**config.mk**
```make
export PLATFORM = sky130hd
export DESIGN_NAME = kab_ctrl
export DESIGN_NICKNAME = d
export VERILOG_FILES = /design/src/design/kab_pkg.sv /design/src/design/kab_ctrl.sv
export SDC_FILE = /design/constraint.sdc
export NUM_CORES = 1
export LEC_CHECK = 0
export BUFFER_PORTS_ARGS = -buffer_cell sky130_fd_sc_hd__buf_2
export CAP_MARGIN = 10
export CELL_PAD_IN_SITES_DETAIL_PLACEMENT = 0
export CELL_PAD_IN_SITES_GLOBAL_PLACEMENT = 1
export CORE_UTILIZATION = 40
export CTS_CLUSTER_DIAMETER = 50
export DETAILED_ROUTE_END_ITERATION = 8
export GPL_TIMING_DRIVEN = 0
export MAX_ROUTING_LAYER = met4
export PLACE_DENSITY = 0.89
export SYNTH_ARGS = -nofsm -noshare
export SYNTH_HDL_FRONTEND = slang
export SYNTH_SLANG_ARGS = --single-unit
```
**constraint.sdc**
```tcl
create_clock -name clk_i -period 4.4 [get_ports clk_i]
set_input_delay 0.44 -clock clk_i [delete_from_list [all_inputs] [get_ports clk_i]]
set_output_delay 0.44 -clock clk_i [all_outputs]
set_load 0.1 [all_outputs]
```
**src/design/kab_pkg.sv**
```systemverilog
`timescale 1ns / 1ps

package kab_pkg;

  localparam int NodeCountDef = 256;
  localparam int LevelsDef    = 8;
  localparam int NodeWidth    = 8;
  localparam int StepsWidth   = 8;

  typedef enum logic [1:0] {
    OpSetParent = 2'd0,
    OpBuild     = 2'd1,
    OpQuery     = 2'd2
  } op_e;

  // One table entry: the ancestor node and whether it exists.
  typedef struct packed {
    logic                 valid;
    logic [NodeWidth-1:0] node;
  } entry_t;

  typedef struct packed {
    logic [1:0]            operation;
    logic [NodeWidth-1:0]  node;
    logic [NodeWidth-1:0]  parent_node;
    logic                  parent_exists;
    logic [StepsWidth-1:0] steps_up;
  } cmd_t;

  typedef struct packed {
    logic [NodeWidth-1:0] ancestor_node;
    logic                 ancestor_exists;
  } res_t;

endpackage

```
**src/design/kab_ctrl.sv**
```systemverilog
`timescale 1ns / 1ps

module kab_ctrl import kab_pkg::*; #(
  parameter int NODE_COUNT = NodeCountDef,
  parameter int LEVELS     = LevelsDef,
  parameter int ADDR_WIDTH = 11
) (
  input  logic                  clk_i,
  input  logic                  rst_ni,
  input  logic                  start_i,
  input  cmd_t                  cmd_i,
  output logic                  idle_o,
  input  logic                  out_free_i,
  output logic                  done_o,
  output res_t                  res_o,
  output logic                  mem_we_o,
  output logic [ADDR_WIDTH-1:0] mem_waddr_o,
  output entry_t                mem_wdata_o,
  output logic                  mem_re_o,
  output logic [ADDR_WIDTH-1:0] mem_raddr_o,
  input  entry_t                mem_rdata_i
);

  localparam int NodeIdxW = $clog2(NODE_COUNT);
  localparam int LevelW   = (LEVELS > 1) ? $clog2(LEVELS) : 1;
  localparam logic [StepsWidth-1:0] KMask =
    (LEVELS >= StepsWidth) ? '1 : StepsWidth'((1 << LEVELS) - 1);

  typedef enum logic [2:0] {
    StIdle,
    StBuildRd1,
    StBuildRd2,
    StBuildWr,
    StQueryStep,
    StQueryWait,
    StDone
  } state_e;

  state_e                state_q;
  logic [LevelW-1:0]     lvl_q;
  logic [NodeIdxW-1:0]   bnode_q;
  logic [NodeWidth-1:0]  cur_q;
  logic [StepsWidth-1:0] k_q;
  logic                  mid_valid_q;
  res_t                  res_q;

  logic                  node_ok;
  logic                  par_ok;
  logic [LevelW-1:0]     lvl_prev;

  assign node_ok  = int'(cmd_i.node) < NODE_COUNT;
  assign par_ok   = cmd_i.parent_exists && (int'(cmd_i.parent_node) < NODE_COUNT);
  assign lvl_prev = lvl_q - LevelW'(1);

  always_comb begin
    mem_we_o    = 1'b0;
    mem_waddr_o = '0;
    mem_wdata_o = '0;
    mem_re_o    = 1'b0;
    mem_raddr_o = '0;
    unique case (state_q)
      StIdle: begin
        if (start_i && (cmd_i.operation == OpSetParent) && node_ok) begin
          mem_we_o          = 1'b1;
          mem_waddr_o       = {LevelW'(0), NodeIdxW'(cmd_i.node)};
          mem_wdata_o.valid = par_ok;
          mem_wdata_o.node  = par_ok ? cmd_i.parent_node : '0;
        end
      end
      StBuildRd1: begin
        mem_re_o    = 1'b1;
        mem_raddr_o = {lvl_prev, bnode_q};
      end
      StBuildRd2: begin
        mem_re_o    = 1'b1;
        mem_raddr_o = {lvl_prev, NodeIdxW'(mem_rdata_i.node)};
      end
      StBuildWr: begin
        mem_we_o    = 1'b1;
        mem_waddr_o = {lvl_q, bnode_q};
        mem_wdata_o = mid_valid_q ? mem_rdata_i : '0;
      end
      StQueryStep: begin
        if ((k_q != '0) && k_q[0]) begin
          mem_re_o    = 1'b1;
          mem_raddr_o = {lvl_q, NodeIdxW'(cur_q)};
        end
      end
      default: begin
      end
    endcase
  end

  always_ff @(posedge clk_i or negedge rst_ni) begin
    if (!rst_ni) begin
      state_q     <= StIdle;
      lvl_q       <= '0;
      bnode_q     <= '0;
      cur_q       <= '0;
      k_q         <= '0;
      mid_valid_q <= 1'b0;
      res_q       <= '0;
    end else begin
      unique case (state_q)
        StIdle: begin
          if (start_i) begin
            res_q   <= '0;
            state_q <= StDone;
            case (cmd_i.operation)
              OpBuild: begin
                if (LEVELS > 1) begin
                  lvl_q   <= LevelW'(1);
                  bnode_q <= '0;
                  state_q <= StBuildRd1;
                end
              end
              OpQuery: begin
                if (node_ok && ((cmd_i.steps_up & ~KMask) == '0)) begin
                  cur_q   <= cmd_i.node;
                  k_q     <= cmd_i.steps_up;
                  lvl_q   <= '0;
                  state_q <= StQueryStep;
                end
              end
              default: begin
              end
            endcase
          end
        end
        StBuildRd1: begin
          state_q <= StBuildRd2;
        end
        StBuildRd2: begin
          mid_valid_q <= mem_rdata_i.valid;
          state_q     <= StBuildWr;
        end
        StBuildWr: begin
          state_q <= StBuildRd1;
          if (bnode_q == NodeIdxW'(NODE_COUNT - 1)) begin
            bnode_q <= '0;
            if (lvl_q == LevelW'(LEVELS - 1)) begin
              state_q <= StDone;
            end else begin
              lvl_q <= lvl_q + LevelW'(1);
            end
          end else begin
            bnode_q <= bnode_q + NodeIdxW'(1);
          end
        end
        StQueryStep: begin
          if (k_q == '0) begin
            res_q.ancestor_node   <= cur_q;
            res_q.ancestor_exists <= 1'b1;
            state_q               <= StDone;
          end else if (k_q[0]) begin
            state_q <= StQueryWait;
          end else begin
            k_q   <= k_q >> 1;
            lvl_q <= lvl_q + LevelW'(1);
          end
        end
        StQueryWait: begin
          if (mem_rdata_i.valid) begin
            cur_q   <= mem_rdata_i.node;
            k_q     <= k_q >> 1;
            lvl_q   <= lvl_q + LevelW'(1);
            state_q <= StQueryStep;
          end else begin
            state_q <= StDone;
          end
        end
        StDone: begin
          if (out_free_i) begin
            state_q <= StIdle;
          end
        end
        default: begin
          state_q <= StIdle;
        end
      endcase
    end
  end

  assign idle_o = (state_q == StIdle);
  assign done_o = (state_q == StDone) && out_free_i;
  assign res_o  = res_q;

endmodule

```
==> impl_metrics.ini, run 1 <==
[clock_network]
cts_setup_buffers = 0
cts_root_buffer = clkbuf_8
cts_tree = built
clkSinkCount = 40
cts_hold_buffers = 0
numCtsBuffers = 5
clk_latency_ns = 0.29
ctsResizeCount = 0
htree_levels = 2
clkTransAtPathRegs_ns = 0.08
cts.path.max_buffers = 2

[sta]
skew_ns = 0.00952
min_period_ns = 3.07
tns_ns = 0
slew_headroom_pct = 37.8
max_freq_mhz = 326
finalSetupViolCount = 0
rsz0062_at_grt = no
slew_viol_final = 0
hold_viol = 0
worstMarginPinSlew_ns = 0.933
period_share_pct = 69.8

[power]
clkPwrFrac_pct = 8.7
ir_drop_v = 0.000505
total_leakage_power_nw = 1.73
p_sw_mw = 1.66
netSwitchingFraction_pct = 60.9
p_comb_share_pct = 67.1
power_frac_seq_pct = 24.2
p_int_mw = 1.07
cellPowerDensity_mw_per_mm2 = 856

[synthesis]
yosysMostFrequentCell = dfrtp_1
syn_nets = 348
synth_cells = 300
synth-edff-count = 0
ys_seq_area_share_pct = 38.4
synth_top_cell_area_share_pct = 38.4
synth_flop_cell = dfrtp_1
ys_top_cells_by_count = dfrtp_1 (40), nand2_1 (39), nor2_1 (25), inv_1 (18)
ys_types = 50
synth_area_per_cell_um2 = 8.69
synth_area_mm2 = 0.00261
synthTopCellsByArea = dfrtp_1 (38%), mux2i_1 (5.8%), a22o_1 (5.7%), nand2_1 (5.6%), ha_1 (3.8%)
ys.warnings.count = 0
synth_seq_cells = 40
synth-async-reset-ratio_pct = 100
synth_area_leader_cell = dfrtp_1

[die]
initial_core_util_pct = 41.3
dieArea_mm2 = 0.00684
fp.dieH_um = 82.7
die_w_um = 82.7
std_cell_rows = 29
io_pins = 84
coreArea_mm2 = 0.00631

[placed_design]
dp.final_hpwl_um = 5920
gp_congestion = 0.955
portBuffers = 82
dp.cells = 459

[worst_setup_path]
worstSetupEndpointType = output port
path_max_fanout = 10
max_stage_delay_ns = 0.53
ff2ff_setup_slack_ns = 2.28
cpMostUsedCell = buf_2
crit_arrival_ns = 2.63
rr_worst_depth = 6
path_buf_inv = 3
cp_cell_sequence = buf_2 -> buf_2 -> nand2_1 -> nor3b_2 -> o21ai_0 -> o21ai_0 -> buf_2
path_depth = 7
cp-start-kind = register
criticalPathCategory = register to output port
r2r-end = lvl_q[0]
r2r_start = bnode_q[0]
required_ns = 3.96
startpoint = state_q[2]
crit_path_end = mem_raddr_o[10]
cpMaxStageDelayCell = nor3b_2
path_delay_family = buffers and inverters

[grt]
grt_pass1_wl_um = 12400
grt_max_degree = 41
antenna_found_initial = 0
grt-ovfl-total = 0
grt.total_usage_pct = 24.9
grt_pass1_vias = 2394

[routing]
via_per_inst = 5.65
detail-route-antenna-nets = 0
drc = 0
wire_per_inst_um = 16.8
vias = 2635
drtIter0Drc = 229
dr.pass1.iters = 5
routed_wl_um = 7820

[flow_run]
drv_cap = 0

[final_layout]
instances_no_fill = 466
area_growth_pct = 22.4
nets = 437
drive_gt1_share_pct = 28.0
fill_cells = 645
seqCellArea_mm2 = 0.00100
multiInputGateArea_mm2 = 0.00142
diodes = 0

[hold_path]
min_path_type = primary input to asynchronous set/reset pin

[status]
status = completed
-- sequential cells by signal, summed over array words and instances (netlist names) --
| register | count |
|---|---|
| mid_valid_q | 1 |
| state_q | 3 |
| k_q | 8 |
| lvl_q | 3 |
| res_o | 9 |
| cur_q | 8 |
| bnode_q | 8 |
-- power groups by stage --
stage | clock network (mW) | logic [mW] | registers [mW]
after floorplan | 0 | 1.39 | 0.760
after global placement | 0 | 1.81 | 0.657
after detailed placement | 0 | 1.83 | 0.663
after CTS | 0.245 | 1.83 | 0.658
after global routing | 0.258 | 1.96 | 0.680
final | 0.238 | 1.83 | 0.662
-- cell type report --
type                            count  area share (%)
Timing Repair Buffer               82            12.9
Multi-Input combinational cell    223            44.4
Clock buffer                        6            2.27
Clock inverter                      1           0.157
Buffer                             19            3.76
Tap cell                           77            3.02
Inverter                           18            2.12
Sequential cell                    40            31.4
-- cells by family after synthesis --
logic type,Yosys count,synth area share [%]
flip-flops,40,38.4
buffers and inverters,37,7.20
AO/OA/AOI/OAI,89,23.5
multiplexers,16,6.19
adder cells (fa/ha/maj),8,3.84
XOR/XNOR,1,0.336
AND/OR/NAND/NOR,109,20.5
-- layer usage --
layer | track usage, % | wire length, µm | share of wire [%] | vias to the layer above
met4 | 6.38 | 87 | 1.1 | 0
met3 | 3.74 | 341 | 4.4 | 11
met2 | 36.6 | 3760 | 48 | 77
li1 | - | - | - | 1272
met1 | 35.7 | 3630 | 46 | 1275
met5 | - | 0 | 0 | -
-- through the flow --
step	area [µm²]	total power [mW]	util [%]	setup slack, ns	hold slack [ns]
2_1_floorplan	2610	2.15	-	0.531	0.144
3_3_place_gp	3110	2.47	49.3	1.67	0.459
3_5_place_dp	3110	2.49	49.3	1.68	0.463
4_1_cts	3190	2.74	50.5	1.34	0.313
5_1_grt	3190	2.90	50.5	1.14	0.355
6_report	3190	2.73	50.5	1.33	0.278
-- layout by cell type (no fill, tap or decap), types with 4 or more instances in the layout --
cell	count
clkbuf_8	6
nand2_1	39
nor2_1	25
mux2i_1	15
a31oi_1	4
o21ai_1	9
buf_2	88
nand3_1	17
dfrtp_1	40
clkbuf_1	7
o21ai_0	15
inv_1	18
a21oi_1	17
nor4_1	4
a22o_1	17
buf_6	4
a222oi_1	8
ha_1	8
-- worst min path at each step --
stage	from	to	cells after the start
final	rst_ni	bnode_q[3]	1
after CTS	rst_ni	bnode_q[3]	1
after floorplan	rst_ni	bnode_q[0]	0
after detailed placement	res_o[0]	res_o[0]	2
after global routing	out_free_i	state_q[1]	2
after global placement	res_o[0]	res_o[0]	2
No activity file was read; power rests on OpenSTA's default activity.
==> run 2, diff against run 1 <==
Settings changed: CORE_UTILIZATION 40 to 34, PLACE_DENSITY 0.89 to 0.81.
Clock period 4.4 ns to 2.6 ns, I/O delays scaled along.
==> run 2 against run 1 <==
  * Routed wire length up 2.4%
  * Clock skew about the same
  * Count of clock-buffer cells in the layout down 1
  * Flip-flop and latch count unchanged
  * First-iteration DRC count down 20%
  * Sequential power up 68%
  * Final cell count up 5.2%
  * Utilization down 4.3 points
  * Combinational power up 81%
  * Sequential share of layout area down 1.8 points
  * Setup slack worse by 1.3 ns
  * Worst hold slack worse by 0.17 ns
  * Critical path type unchanged
==> impl_metrics.ini, run 2 (synthesis gave the netlist of run 1 again) <==
[grt]
grt.total_usage_pct = 20.8
grt_pass1_wl_um = 12200
grt_pass1_vias = 2375
antenna_found_initial = 0
grt-ovfl-total = 0
grt_max_degree = 41

[final_layout]
layout.cells.most_common_list = buf_2 (67), nand2_1 (39), dfrtp_1 (39)
finish.instance_area_mm2 = 0.00339
seqCellArea_mm2 = 0.00100
fill_cells = 731
multiInputGateArea_mm2 = 0.00148
diodes = 0
area_growth_pct = 30.1
largest_reg_flops = 9
nets = 438
instances_no_fill = 490
final_common_cell = buf_2
drive_gt1_share_pct = 35.0

[worst_setup_path]
required_ns = 2.34
path_max_fanout = 10
r2r_start = bnode_q[0]
cp-start-kind = register
criticalPathCategory = register to output port
worstSetupEndpointType = output port
startpoint = state_q[1]
crit_arrival_ns = 2.26

[die]
std_cell_rows = 31
coreArea_mm2 = 0.00733
fp.dieH_um = 89.6
io_pins = 84
die_w_um = 89.6
dieArea_mm2 = 0.00802
initial_core_util_pct = 35.6

[clock_network]
cts_root_buffer = clkbuf_8
clkTransAtPathRegs_ns = 0.08
cts_tree = built
cts.path.max_buffers = 2
clk_latency_ns = 0.30
clkSinkCount = 40
numCtsBuffers = 5
htree_levels = 2

[sta]
period_share_pct = 97.1
final.setup.worst_slack_ns = 0.0755
skew_ns = 0.00989
rsz0062_at_grt = no
slew_viol_final = 0
finalSetupViolCount = 0
min_period_ns = 2.52
slew_headroom_pct = 38.2
timing.hold.ws_ns = 0.103
hold_viol = 0
worstMarginPinSlew_ns = 0.927
tns_ns = 0
max_freq_mhz = 396

[routing]
vias = 2662
dr.pass1.iters = 6
routed_wl_um = 8010
wire_per_inst_um = 16.3
drc = 0
detail-route-antenna-nets = 0
drtIter0Drc = 183
via_per_inst = 5.43

[status]
status = completed

[placed_design]
dp_slack_ns = -0.0382
placed_area_mm2 = 0.00319
gp_congestion = 0.869
dp.final_hpwl_um = 5980
dp.cells = 481
portBuffers = 82

[power]
total_leakage_power_nw = 1.78
cellPowerDensity_mw_per_mm2 = 1430
ir_drop_v = 0.000799

[hold_path]
min_path_type = primary input to asynchronous set/reset pin

[flow_run]
drv_cap = 0
==> run 2: cell count changes in the layout (fill, tap and decap cells not counted), sizes merged <==
cell | before | now
buf | 93 | 90
clkbuf | 14 | 17
clkinv | 1 | 3
==> run 2: final timing paths <==
check | endpoint | slack, ns | cells past startpoint
setup / recovery | mem_wdata_o[4] | 0.08 | 8
hold / removal | k_q[7] | 0.10 | 1
setup reg to reg | lvl_q[0] | 0.53 | 6
hold reg to reg | res_o[0] | 0.49 | 2
max in group asynchronous | state_q[2] | 1.86 | 1
min in group clk_i | state_q[1] | 0.17 | 2
==> run 2: worst max-delay path: stages, from the launching register on <==
cell and delay [ns]:
dfrtp_1 0.38, buf_6 0.13, nor3_4 0.22, and3_1 0.20, buf_2 0.19, and2_1 0.14
buf_2 0.23, a22o_2 0.19, buf_4 0.29
==> run 2: layout make-up <==
class | instances | area share [%]
Timing Repair Buffer | 84 | 14.8
Sequential cell | 40 | 29.6
Inverter | 18 | 1.99
Multi-Input combinational cell | 223 | 43.7
Clock buffer | 5 | 2.03
Buffer | 18 | 3.69
Clock inverter | 3 | 0.554
Tap cell | 99 | 3.65
==> run 2: per-stage QoR <==
| step | total power [mW] | utilization (%) |
|---|---|---|
| global route | 5.10 | 46.2 |
| global placement | 4.23 | 43.5 |
| CTS | 4.78 | 45.6 |
| detailed placement | 4.25 | 43.5 |
| floorplan | 3.68 | - |
| finish | 4.84 | 46.2 |
==> run 2: layer usage <==
layer / GRT usage, % / up-vias / part of all wire (%)
met2: 30.4 / 87 / 48
met5: - / - / 0
met3: 2.77 / 9 / 4.8
li1: - / 1272 / -
met4: 5.34 / 0 / 1.3
met1: 30.1 / 1294 / 46
==> run 2: timing repair <==
item / CTS / global route
pin swaps: 1 / 1
setup buffers: 2 / 0
endpoints found under the setup margin: 19 / 19
hold buffers: 0 / 0
gates resized for setup: 20 / 16
gates cloned: 0 / 0
==> run 2: where the power goes <==
part	switching [mW]	total, mW	internal, mW
registers	0.246	1.11	0.867
clock network	0.234	0.421	0.187
logic	2.40	3.31	0.914
total	2.87	4.84	1.97
